**config.mk**
```make
export PLATFORM = sky130hd
export DESIGN_NAME = button_debounce_press_classifier
export DESIGN_NICKNAME = d
export VERILOG_FILES = /design/src/sv/bdpc_pkg.sv /design/src/sv/button_debounce_press_classifier.sv /design/src/sv/bdpc_classify.sv /design/src/sv/bdpc_out_buf.sv
export SDC_FILE = /design/constraint.sdc
export NUM_CORES = 1
export LEC_CHECK = 0
export ABC_AREA = 1
export BUFFER_PORTS_ARGS = -buffer_cell sky130_fd_sc_hd__buf_2
export CAP_MARGIN = 20
export CORE_MARGIN = 1.5
export CORE_UTILIZATION = 63
export DETAILED_ROUTE_END_ITERATION = 10
export PLACE_DENSITY_LB_ADDON = 0.1
export SETUP_SLACK_MARGIN = 0.4
export SKIP_CTS_REPAIR_TIMING = 1
export SLEW_MARGIN = 20
export SYNTH_ARGS = -nofsm -noshare
export SYNTH_HDL_FRONTEND = slang
export SYNTH_HIERARCHICAL = 1
export SYNTH_SLANG_ARGS = --single-unit
export TNS_END_PERCENT = 1
```
**constraint.sdc**
```tcl
create_clock -name aclk -period 8.2 [get_ports aclk]
set_input_delay 2.46 -clock aclk [delete_from_list [all_inputs] [get_ports aclk]]
set_output_delay 2.46 -clock aclk [all_outputs]
set_load 0.01 [all_outputs]
```
**src/sv/bdpc_pkg.sv**
```systemverilog
// ----------------------------------------------------------------------------
// bdpc_pkg
// Shared constants and types of the button debounce and press classifier.
// ----------------------------------------------------------------------------
`default_nettype none

package bdpc_pkg;

    localparam int NUM_BUTTONS = 7;
    localparam int IDX_W       = $clog2(NUM_BUTTONS);
    localparam int CFG_IDX_W   = 4;

    localparam logic [15:0] DEBOUNCE_RESET  = 16'd30;
    localparam logic [15:0] ONE_TOUCH_RESET = 16'd250;

    localparam logic [CFG_IDX_W-1:0] CFG_DEBOUNCE  = CFG_IDX_W'(0);
    localparam logic [CFG_IDX_W-1:0] CFG_ONE_TOUCH = CFG_IDX_W'(1);

    localparam logic [2:0] BTN_DRV_OPEN    = 3'd0;
    localparam logic [2:0] BTN_DRV_CLOSE   = 3'd1;
    localparam logic [2:0] BTN_SEC_OPEN    = 3'd2;
    localparam logic [2:0] BTN_SEC_CLOSE   = 3'd3;
    localparam logic [2:0] BTN_LIM_OPEN    = 3'd4;
    localparam logic [2:0] BTN_LIM_CLOSED  = 3'd5;
    localparam logic [2:0] BTN_OBSTACLE    = 3'd6;

    localparam logic [3:0] EV_CONFLICT    = 4'd0;
    localparam logic [3:0] EV_OPEN_PRESS  = 4'd1;
    localparam logic [3:0] EV_CLOSE_PRESS = 4'd2;
    localparam logic [3:0] EV_OPEN_REL    = 4'd3;
    localparam logic [3:0] EV_CLOSE_REL   = 4'd4;
    localparam logic [3:0] EV_OPEN_AUTO   = 4'd5;
    localparam logic [3:0] EV_CLOSE_AUTO  = 4'd6;
    localparam logic [3:0] EV_LIM_OPEN    = 4'd7;
    localparam logic [3:0] EV_LIM_CLOSED  = 4'd8;
    localparam logic [3:0] EV_OBSTACLE    = 4'd9;

    localparam logic [1:0] SRC_NONE = 2'd0;
    localparam logic [1:0] SRC_DRV  = 2'd1;
    localparam logic [1:0] SRC_SEC  = 2'd2;

    typedef struct packed {
        logic [3:0]  event_code;
        logic [1:0]  event_source;
        logic [31:0] event_tick;
        logic        last_of_run;
    } event_t;

    typedef struct packed {
        logic [1:0] n;
        event_t     ev0;
        event_t     ev1;
    } cls_res_t;

endpackage

`default_nettype wire

```
**src/sv/button_debounce_press_classifier.sv**
```systemverilog
// ----------------------------------------------------------------------------
// button_debounce_press_classifier
// Debounces timestamped button edges and classifies them into gate events.
// ----------------------------------------------------------------------------
// Input channel s_*: one button edge per item (button, asserted, tick).
// Result channel m_*: gate events; each input item gives zero, one or two,
// the final one flagged by m_last_of_run.
// Configuration channel cfg_*: index 0 debounce ticks, index 1 one-touch
// limit; cfg_ready is always high, unknown indexes are dropped.
// The first event of an item is offered once the item has passed the input
// register and then the result register.
// Throughput: one item per cycle when each gives at most one event and the
// result side is not stalled; an item with two events holds the single
// result port until both have drained. Items that give no event leave the
// input register even while the result side is stalled.
// Reset (aresetn low, synchronous) clears all debounce timestamps, press
// ticks and held flags, empties both registers and restores the register
// defaults of 30 and 250 ticks.
// While m_ready is low the events wait in the result register; s_ready drops
// once the input register also holds an item that yields events.
// ----------------------------------------------------------------------------
`default_nettype none

module button_debounce_press_classifier
    import bdpc_pkg::*;
(
    input  wire logic                 aclk,
    input  wire logic                 aresetn,
    input  wire logic                 s_valid,
    output logic                      s_ready,
    input  wire logic [2:0]           s_button,
    input  wire logic                 s_asserted,
    input  wire logic [31:0]          s_tick,
    output logic                      m_valid,
    input  wire logic                 m_ready,
    output logic [3:0]                m_event_code,
    output logic [1:0]                m_event_source,
    output logic [31:0]               m_event_tick,
    output logic                      m_last_of_run,
    input  wire logic                 cfg_valid,
    output logic                      cfg_ready,
    input  wire logic [CFG_IDX_W-1:0] cfg_index,
    input  wire logic [15:0]          cfg_data
);

    logic        in_vld_reg;
    logic [2:0]  in_button_reg;
    logic        in_asserted_reg;
    logic [31:0] in_tick_reg;
    logic [15:0] debounce_reg;
    logic [15:0] one_touch_reg;

    cls_res_t res;
    event_t   head;
    logic     can_load;
    logic     move;
    logic     load;

    assign move      = in_vld_reg && ((res.n == 2'd0) || can_load);
    assign load      = move && (res.n != 2'd0);
    assign s_ready   = !in_vld_reg || move;
    assign cfg_ready = 1'b1;

    always_ff @(posedge aclk) begin
        if (!aresetn) begin
            debounce_reg  <= DEBOUNCE_RESET;
            one_touch_reg <= ONE_TOUCH_RESET;
        end else if (cfg_valid) begin
            unique case (cfg_index)
                CFG_DEBOUNCE:  debounce_reg  <= cfg_data;
                CFG_ONE_TOUCH: one_touch_reg <= cfg_data;
                default: begin
                end
            endcase
        end
    end

    always_ff @(posedge aclk) begin
        if (!aresetn) begin
            in_vld_reg <= 1'b0;
        end else if (s_ready) begin
            in_vld_reg <= s_valid;
        end
    end

    always_ff @(posedge aclk) begin
        if (s_valid && s_ready) begin
            in_button_reg   <= s_button;
            in_asserted_reg <= s_asserted;
            in_tick_reg     <= s_tick;
        end
    end

    bdpc_classify u_classify (
        .aclk          (aclk),
        .aresetn       (aresetn),
        .upd           (move),
        .button        (in_button_reg),
        .asserted      (in_asserted_reg),
        .tick          (in_tick_reg),
        .dbnc_min_ticks(debounce_reg),
        .auto_max_ticks(one_touch_reg),
        .res           (res)
    );

    bdpc_out_buf u_out_buf (
        .aclk    (aclk),
        .aresetn (aresetn),
        .load    (load),
        .res     (res),
        .can_load(can_load),
        .m_valid (m_valid),
        .m_ready (m_ready),
        .head    (head)
    );

    assign m_event_code   = head.event_code;
    assign m_event_source = head.event_source;
    assign m_event_tick   = head.event_tick;
    assign m_last_of_run  = head.last_of_run;

`ifndef ASSERT_OFF
    a_load_shows: assert property (@(posedge aclk) disable iff (!aresetn)
        load |=> m_valid)
        else $error("loaded events not offered");

    a_two_last: assert property (@(posedge aclk) disable iff (!aresetn)
        in_vld_reg && (res.n == 2'd2) |-> res.ev1.last_of_run && !res.ev0.last_of_run)
        else $error("last_of_run misplaced on a two-event item");

    a_hold_in: assert property (@(posedge aclk) disable iff (!aresetn)
        in_vld_reg && !move |=> in_vld_reg && $stable(in_tick_reg))
        else $error("held input item lost");
`endif

endmodule

`default_nettype wire

```
**src/sv/bdpc_classify.sv**
```systemverilog
// ----------------------------------------------------------------------------
// bdpc_classify
// Per-button debounce state, press tracking and event classification.
// ----------------------------------------------------------------------------
`default_nettype none

module bdpc_classify
    import bdpc_pkg::*;
(
    input  wire logic        aclk,
    input  wire logic        aresetn,
    input  wire logic        upd,
    input  wire logic [2:0]  button,
    input  wire logic        asserted,
    input  wire logic [31:0] tick,
    input  wire logic [15:0] dbnc_min_ticks,
    input  wire logic [15:0] auto_max_ticks,
    output cls_res_t         res
);

    logic [31:0] last_tick_reg [NUM_BUTTONS];
    logic [31:0] press_tick_reg [4];
    logic [3:0]  held_reg;

    logic [IDX_W-1:0] idx;
    logic [1:0]       cmd_idx;
    logic             in_range;
    logic             accept;
    logic             is_cmd;
    logic [31:0]      since_last;
    logic [31:0]      hold_time;

    assign idx        = IDX_W'(button);
    assign cmd_idx    = button[1:0];
    assign in_range   = 32'(button) < 32'(NUM_BUTTONS);
    assign since_last = tick - last_tick_reg[idx];
    assign accept     = in_range && (since_last >= {16'b0, dbnc_min_ticks});
    assign is_cmd     = button < BTN_LIM_OPEN;
    assign hold_time  = tick - press_tick_reg[cmd_idx];

    always_comb begin
        logic [3:0] held_now;
        logic       conflict;
        logic       is_open;
        logic [1:0] src;
        event_t     ev;
        held_now          = held_reg;
        held_now[cmd_idx] = 1'b1;
        conflict          = (held_now[0] | held_now[2]) & (held_now[1] | held_now[3]);
        is_open           = ~button[0];
        src               = button[1] ? SRC_SEC : SRC_DRV;
        ev.event_code     = EV_CONFLICT;
        ev.event_source   = SRC_NONE;
        ev.event_tick     = tick;
        ev.last_of_run    = 1'b0;
        res.n             = 2'd0;
        res.ev0           = ev;
        res.ev1           = ev;
        if (accept) begin
            if (is_cmd) begin
                if (asserted) begin
                    ev.event_code   = is_open ? EV_OPEN_PRESS : EV_CLOSE_PRESS;
                    ev.event_source = src;
                    ev.last_of_run  = 1'b1;
                    if (conflict) begin
                        res.n   = 2'd2;
                        res.ev1 = ev;
                    end else begin
                        res.n   = 2'd1;
                        res.ev0 = ev;
                    end
                end else begin
                    res.ev0.event_code   = is_open ? EV_OPEN_REL : EV_CLOSE_REL;
                    res.ev0.event_source = src;
                    res.ev1.event_code   = is_open ? EV_OPEN_AUTO : EV_CLOSE_AUTO;
                    res.ev1.event_source = src;
                    res.ev1.last_of_run  = 1'b1;
                    if (hold_time <= {16'b0, auto_max_ticks}) begin
                        res.n = 2'd2;
                    end else begin
                        res.n                   = 2'd1;
                        res.ev0.last_of_run     = 1'b1;
                    end
                end
            end else if (asserted) begin
                res.ev0.last_of_run = 1'b1;
                unique case (button)
                    BTN_LIM_OPEN: begin
                        res.n              = 2'd1;
                        res.ev0.event_code = EV_LIM_OPEN;
                    end
                    BTN_LIM_CLOSED: begin
                        res.n              = 2'd1;
                        res.ev0.event_code = EV_LIM_CLOSED;
                    end
                    BTN_OBSTACLE: begin
                        res.n              = 2'd1;
                        res.ev0.event_code = EV_OBSTACLE;
                    end
                    default: begin
                        res.n = 2'd0;
                    end
                endcase
            end
        end
    end

    always_ff @(posedge aclk) begin
        if (!aresetn) begin
            for (int i = 0; i < NUM_BUTTONS; i++) begin
                last_tick_reg[i] <= '0;
            end
            for (int i = 0; i < 4; i++) begin
                press_tick_reg[i] <= '0;
            end
            held_reg <= '0;
        end else if (upd && accept) begin
            last_tick_reg[idx] <= tick;
            if (is_cmd) begin
                held_reg[cmd_idx] <= asserted;
                if (asserted) begin
                    press_tick_reg[cmd_idx] <= tick;
                end
            end
        end
    end

endmodule

`default_nettype wire

```
**src/sv/bdpc_out_buf.sv**
```systemverilog
// ----------------------------------------------------------------------------
// bdpc_out_buf
// Two-slot result register; loads all events of one item, drains one a cycle while m_ready is high.
// ----------------------------------------------------------------------------
`default_nettype none

module bdpc_out_buf
    import bdpc_pkg::*;
(
    input  wire logic     aclk,
    input  wire logic     aresetn,
    input  wire logic     load,
    input  wire cls_res_t res,
    output logic          can_load,
    output logic          m_valid,
    input  wire logic     m_ready,
    output event_t        head
);

    event_t     slot0_reg;
    event_t     slot1_reg;
    logic [1:0] cnt_reg;
    logic [1:0] cnt_next;
    logic       pop;

    assign m_valid  = cnt_reg != 2'd0;
    assign pop      = m_valid && m_ready;
    assign can_load = (cnt_reg == 2'd0) || ((cnt_reg == 2'd1) && pop);
    assign head     = slot0_reg;

    always_comb begin
        cnt_next = cnt_reg;
        if (load) begin
            cnt_next = res.n;
        end else if (pop) begin
            cnt_next = cnt_reg - 2'd1;
        end
    end

    always_ff @(posedge aclk) begin
        if (!aresetn) begin
            cnt_reg <= '0;
        end else begin
            cnt_reg <= cnt_next;
        end
    end

    always_ff @(posedge aclk) begin
        if (load) begin
            slot0_reg <= res.ev0;
            slot1_reg <= res.ev1;
        end else if (pop) begin
            slot0_reg <= slot1_reg;
        end
    end

endmodule

`default_nettype wire

```
==> impl_metrics.env, run 1 <==
export IMPL_clockPowerShare=0.343
export IMPL_wire_per_inst_um=22.2
export IMPL_h_tree_depth=2
export IMPL_first_iter_violations=2822
export IMPL_hp_class="flop to flop"
export IMPL_power_density_mw_per_mm2=235
export IMPL_largest_reg_flops=256
export IMPL_dieArea_mm2=0.0453
export IMPL_worst_setup_path_start_kind="flop"
export IMPL_power_frac_comb=0.215
export IMPL_min_period_over_period=0.981
export IMPL_synth_area_leaders="edfxtp_1 (50%), nand2_1 (10%), nor2_1 (6.4%)"
export IMPL_cpMaxStageDelayCell="edfxtp_1"
export IMPL_final_cells=3772
export IMPL_power_share_sequential=0.442
export IMPL_rsz0062_at_grt="yes"
export IMPL_irDropWorstVdd_uv=231
export IMPL_switching_share=0.301
export IMPL_hold_ws_ns=0.457
export IMPL_port_buffers=101
export IMPL_areaGrowthSynthToFinish_pct=13.5
export IMPL_violations="DRC"
export IMPL_fin_worst_skew_ns=0.0437
export IMPL_synth_ff_latch_count=537
export IMPL_gr_total_overflow=0
export IMPL_post_dp_hpwl_um=54600
export IMPL_worstSkewPairLatency_ns=0.64
export IMPL_start_util=0.641
export IMPL_ys_seq_area_frac=0.556
export IMPL_drt_total_wl_um=83700
export IMPL_fill_cells=3180
export IMPL_yosys_area_top_type="edfxtp_1"
export IMPL_core_area_mm2=0.0433
export IMPL_synth_top_area_frac=0.505
export IMPL_rrSetupSlack_ns=0.88
export IMPL_grt_pass1_wl_um=121000
export IMPL_remaining_drc_errors=2
export IMPL_dp_cells=3628
export IMPL_layout_min_cycle_time_ns=8.04
export IMPL_clk_pin_slew_worst_paths_ns=0.06
export IMPL_place_congestion=1.01
export IMPL_setup_violations=0
export IMPL_grt_max_degree=82
export IMPL_die_h_um=213
export IMPL_p_switching_uw=2220
export IMPL_maxCapViolations=0
export IMPL_critPathMaxFanout=12
export IMPL_end_kind="output port"
export IMPL_synth_cell_types=48
export IMPL_drv_slew=0
export IMPL_clkSinkCount=537
export IMPL_num_io_pins=103
export IMPL_hold_violations=0
export IMPL_cts_root_buffer="clkbuf_16"
export IMPL_fmax_mhz=124
export IMPL_ant_nets=0
export IMPL_die_w_um=213
export IMPL_path_class="flop to output port"
export IMPL_nets=3300
export IMPL_slowest_delay_ns=0.51
export IMPL_grt_antenna_before_repair=3
export IMPL_cts_tree="built"
export IMPL_synth_edf_count=466
export IMPL_async_reset_ff_frac=0
export IMPL_avgSynthCellArea_um2=9.09
export IMPL_cts_buffers=54
export IMPL_grt_pass1_vias=21488
export IMPL_routed_via_count=22529
export IMPL_worst_pin_slew_ns=1.02
export IMPL_drtPass1Iterations=11
export IMPL_clock_path_buffers=3
export IMPL_leakage_uw=0.0136
export IMPL_syn_inst=3048
export IMPL_placementRows=76
export IMPL_synth_warnings=6
export IMPL_cp_arrival_ns=5.58
export IMPL_via_per_inst=5.97
export IMPL_grtUsageTotal=0.359
export IMPL_synthFlopType="edfxtp_1"
export IMPL_status="complete, but fails checks"
export IMPL_worst_endpoint_required_ns=5.74
export IMPL_slew_headroom=0.320
export IMPL_drive_gt1_frac=0.130
export IMPL_synth_area_mm2=0.0277
export IMPL_p_int_uw=5170
-- layer usage --
metal,GRT usage,share of wire,up-vias
met5,0,0.00012,-
met4,0.153,0.042,2
met3,0.0668,0.11,233
met2,0.595,0.47,1398
met1,0.464,0.37,10601
li1,-,-,10295
-- kinds of logic after synthesis --
family / after synthesis / share of synthesized area
other: 2 / 0.000271
AOI/OAI and AO/OA: 306 / 0.0726
buffers and inverters: 533 / 0.0849
and+or+nand+nor: 1533 / 0.229
DFF: 537 / 0.556
xor gates and xnor gates: 37 / 0.0117
adders and majority gates: 100 / 0.0457
-- critical path, delay by kind of cell (launching register included) --
family,cells,cell delay (ns)
AND/OR/NAND/NOR,15,1.83
AO/OA/AOI/OAI,8,1.21
adder cells (fa/ha/maj),2,0.65
buffers and inverters,4,0.55
flip-flops,1,0.51
XOR/XNOR,1,0.15
-- synthesized netlist by cell type (3+ instances only) --
library cell,number
a211oi_1,4
a21o_1,3
a21oi_1,88
a221oi_1,31
a22o_1,30
a22oi_1,61
a31oi_1,7
and2_1,3
buf_1,9
buf_2,48
buf_4,70
buf_6,4
clkbuf_1,74
clkinv_1,19
dfxtp_1,71
edfxtp_1,466
ha_1,98
inv_1,296
inv_2,13
nand2_1,774
nand2_2,7
nand3_1,98
nand3_2,3
nand3b_1,9
nand4_1,90
nor2_1,476
nor2_2,3
nor3_1,57
o2111ai_1,10
o21ai_0,55
o21bai_1,7
or2_2,3
xnor2_1,9
xor2_1,28
-- worst paths after layout --
kind / from / end / cells past startpoint
setup / recovery: in_button_reg[0] / s_ready / 30
hold / removal: u_classify/held_reg[2] / u_classify/held_reg[2] / 2
setup reg to reg: in_button_reg[0] / u_classify/press_tick_reg[1][1] / 37
hold reg to reg: u_classify/held_reg[2] / u_classify/held_reg[2] / 2
-- power by group through the flow --
stage               combinational, µW  clock [µW]  sequential (µW)
detailed placement               1410           0             3320
floorplan                         961           0             3300
global placement                 1380           0             3320
finish                           1590        2530             3270
global route                     1730        2640             3280
CTS                              1420        2550             3270
-- through the flow --
step / power [µW] / utilization / area (µm²) / setup TNS [ns] / worst slack, ns
3_5_place_dp: 4730 / 0.660 / 28600 / 0 / 0.241
5_1_grt: 7660 / 0.727 / 31500 / -0.0590 / -0.0590
4_1_cts: 7230 / 0.702 / 30400 / -0.454 / -0.454
3_3_place_gp: 4700 / 0.660 / 28600 / 0 / 0.251
6_report: 7390 / 0.727 / 31500 / 0 / 0.156
2_1_floorplan: 4270 / - / 27800 / 0 / 1.23
-- cells in the final DEF, fill, tap and decap left out, drive strengths merged, types with 9 or more instances in the layout --
| master | count |
|---|---|
| a22oi | 61 |
| a22o | 30 |
| a21oi | 88 |
| clkbuf | 76 |
| nand4 | 90 |
| clkinv | 44 |
| nor2 | 483 |
| nand3 | 103 |
| nor3 | 57 |
| conb | 34 |
| a221oi | 31 |
| edfxtp | 466 |
| xnor2 | 9 |
| nand2 | 781 |
| o2111ai | 10 |
| ha | 98 |
| o21ai | 57 |
| buf | 199 |
| inv | 309 |
| dfxtp | 71 |
| nand3b | 9 |
| xor2 | 28 |
-- final cells by class --
type                    count  area, µm²  share of cell area
clock inverters            33        393              0.0125
inverters                 328       1240              0.0395
repair buffers            207       1650              0.0524
multi-input cells        2011      10600               0.337
well taps                 585        732              0.0233
clock buffers              69       1430              0.0454
flip-flops and latches    537      15400               0.490
diodes                      2       5.00            0.000159
No activity file was read; power rests on OpenSTA's default activity.
==> run 2, diff against run 1 <==
RECOVER_POWER = 100   (was default)
==> run 2 against run 1 <==
Against the previous run:
- the run ends with capacitance limit, slew limit left
- largest power group unchanged
- critical endpoint unchanged
- final area decreased by 0.25%
- core utilization shrank 0.19 points
- maximum frequency is 0.15% lower
- die area did not move
- clock skew up 0.00066 ns
==> impl_metrics.env, run 2 (same netlist as run 1, synthesis figures left out) <==
export IMPL_hp_class="flop to flop"
export IMPL_setup_slack_ns=0.145
export IMPL_die_h_um=213
export IMPL_cts_tree="built"
export IMPL_met1_usage=0.464
export IMPL_place_congestion=1.01
export IMPL_worst_endpoint_required_ns=5.74
export IMPL_cts_buffers=54
export IMPL_layout_commonest_cell="nand2_1"
export IMPL_maxCapViolations=1
export IMPL_grt_max_degree=82
export IMPL_busiest_layer="met2"
export IMPL_use_met2=0.595
export IMPL_grt_pass1_wl_um=121000
export IMPL_cts_root_buffer="clkbuf_16"
export IMPL_critPathTopFamily="simple AND/OR/NAND/NOR gates"
export IMPL_cp_num_buf_inv=5
export IMPL_die_w_um=213
export IMPL_critPathMaxFanout=40
export IMPL_fmax_mhz=124
export IMPL_worstSkewPairLatency_ns=0.64
export IMPL_setup_violations=0
export IMPL_first_iter_violations=2784
export IMPL_layout_common_cells="nand2_1 (756), edfxtp_1 (466), nor2_1 (465)"
export IMPL_fill_cells=3223
export IMPL_power_density_mw_per_mm2=235
export IMPL_ant_nets=0
export IMPL_place_area_mm2=0.0286
export IMPL_post_place_ws_ns=0.241
export IMPL_slew_headroom=-0.371
export IMPL_drive_gt1_frac=0.116
export IMPL_cp_arrival_ns=5.60
export IMPL_core_area_mm2=0.0433
export IMPL_clock_path_buffers=3
export IMPL_routed_via_count=22559
export IMPL_remaining_drc_errors=0
export IMPL_switching_share=0.301
export IMPL_areaGrowthSynthToFinish_pct=13.2
export IMPL_hold_violations=0
export IMPL_port_buffers=101
export IMPL_power_share_sequential=0.443
export IMPL_violations="capacitance limit, slew limit"
export IMPL_drtPass1Iterations=7
export IMPL_power_frac_comb=0.213
export IMPL_p_switching_uw=2220
export IMPL_status="complete, but fails checks"
export IMPL_clk_pin_slew_worst_paths_ns=0.06
export IMPL_p_int_uw=5160
export IMPL_min_period_over_period=0.982
export IMPL_regArea_mm2=0.0154
export IMPL_largest_reg_flops=256
export IMPL_placementRows=76
export IMPL_multi_input_area_mm2=0.0106
export IMPL_drt_total_wl_um=83800
export IMPL_fin_area_mm2=0.0314
export IMPL_drv_slew=35
export IMPL_slowest_delay_ns=0.53
export IMPL_met3_usage=0.0668
export IMPL_leakage_uw=0.0134
export IMPL_irDropWorstVdd_uv=232
export IMPL_post_dp_hpwl_um=54600
export IMPL_num_io_pins=103
export IMPL_cp_common_cell="nand2_1"
export IMPL_grtUsageTotal=0.359
export IMPL_nets=3300
export IMPL_cpMaxStageDelayCell="ha_2"
export IMPL_h_tree_depth=2
export IMPL_start_util=0.641
export IMPL_path_class="flop to output port"
export IMPL_grt_pass1_vias=21488
export IMPL_clkSinkCount=537
export IMPL_layout_min_cycle_time_ns=8.06
export IMPL_clockPowerShare=0.343
export IMPL_worst_setup_path_start_kind="flop"
export IMPL_grt_antenna_before_repair=3
export IMPL_wire_per_inst_um=22.2
export IMPL_rsz0062_at_grt="yes"
export IMPL_gr_total_overflow=0
export IMPL_end_kind="output port"
export IMPL_fin_worst_skew_ns=0.0444
export IMPL_dieArea_mm2=0.0453
export IMPL_worst_pin_slew_ns=2.05
export IMPL_finalPower_uw=7380
export IMPL_via_per_inst=5.98
-- run 2: metrics by stage --
step | setup TNS, ns | hold slack [ns] | utilization | cells
floorplan | 0 | 0.429 | - | 3080
global placement | 0 | 0.443 | 0.660 | 3628
detailed placement | 0 | 0.447 | 0.660 | 3628
CTS | -0.454 | 0.461 | 0.702 | 3730
global route | -0.0590 | 0.476 | 0.725 | 3770
finish | 0 | 0.459 | 0.725 | 3772
-- run 2: worst min-delay path, cell delays in order (launching register included) --
cell and delay (ns):
dfxtp_1 0.31, nand2_1 0.05, a21oi_1 0.05
-- run 2: layer usage --
metal / routed length (µm) / up-vias / part of all wire
li1: - / 10299 / -
met1: 31600 / 10682 / 0.38
met2: 39600 / 1339 / 0.47
met3: 9050 / 237 / 0.11
met4: 3490 / 2 / 0.042
met5: 10 / - / 0.00012
-- run 2: path summary, 6_finish.rpt --
kind / start / end / slack (ns) / depth (start not counted)
setup / recovery: in_button_reg[0] / s_ready / 0.14 / 25
hold / removal: u_classify/held_reg[2] / u_classify/held_reg[2] / 0.46 / 2
setup reg to reg: in_button_reg[0] / u_classify/press_tick_reg[1][1] / 0.87 / 33
hold reg to reg: u_classify/held_reg[2] / u_classify/held_reg[2] / 0.46 / 2
-- run 2: area by class of cell --
class	instances	share of cell area
clock inverters	33	0.0125
clock buffers	69	0.0455
inverters	328	0.0396
well taps	585	0.0233
repair buffers	207	0.0509
diodes	2	0.000159
multi-input cells	2011	0.337
flip-flops and latches	537	0.491
-- run 2: power groups by stage --
stage / Combinational (µW) / Sequential (µW) / Clock, µW
2_1_floorplan: 961 / 3300 / 0
3_3_place_gp: 1380 / 3320 / 0
3_5_place_dp: 1410 / 3320 / 0
4_1_cts: 1420 / 3270 / 2550
5_1_grt: 1720 / 3290 / 2640
6_report: 1570 / 3270 / 2530
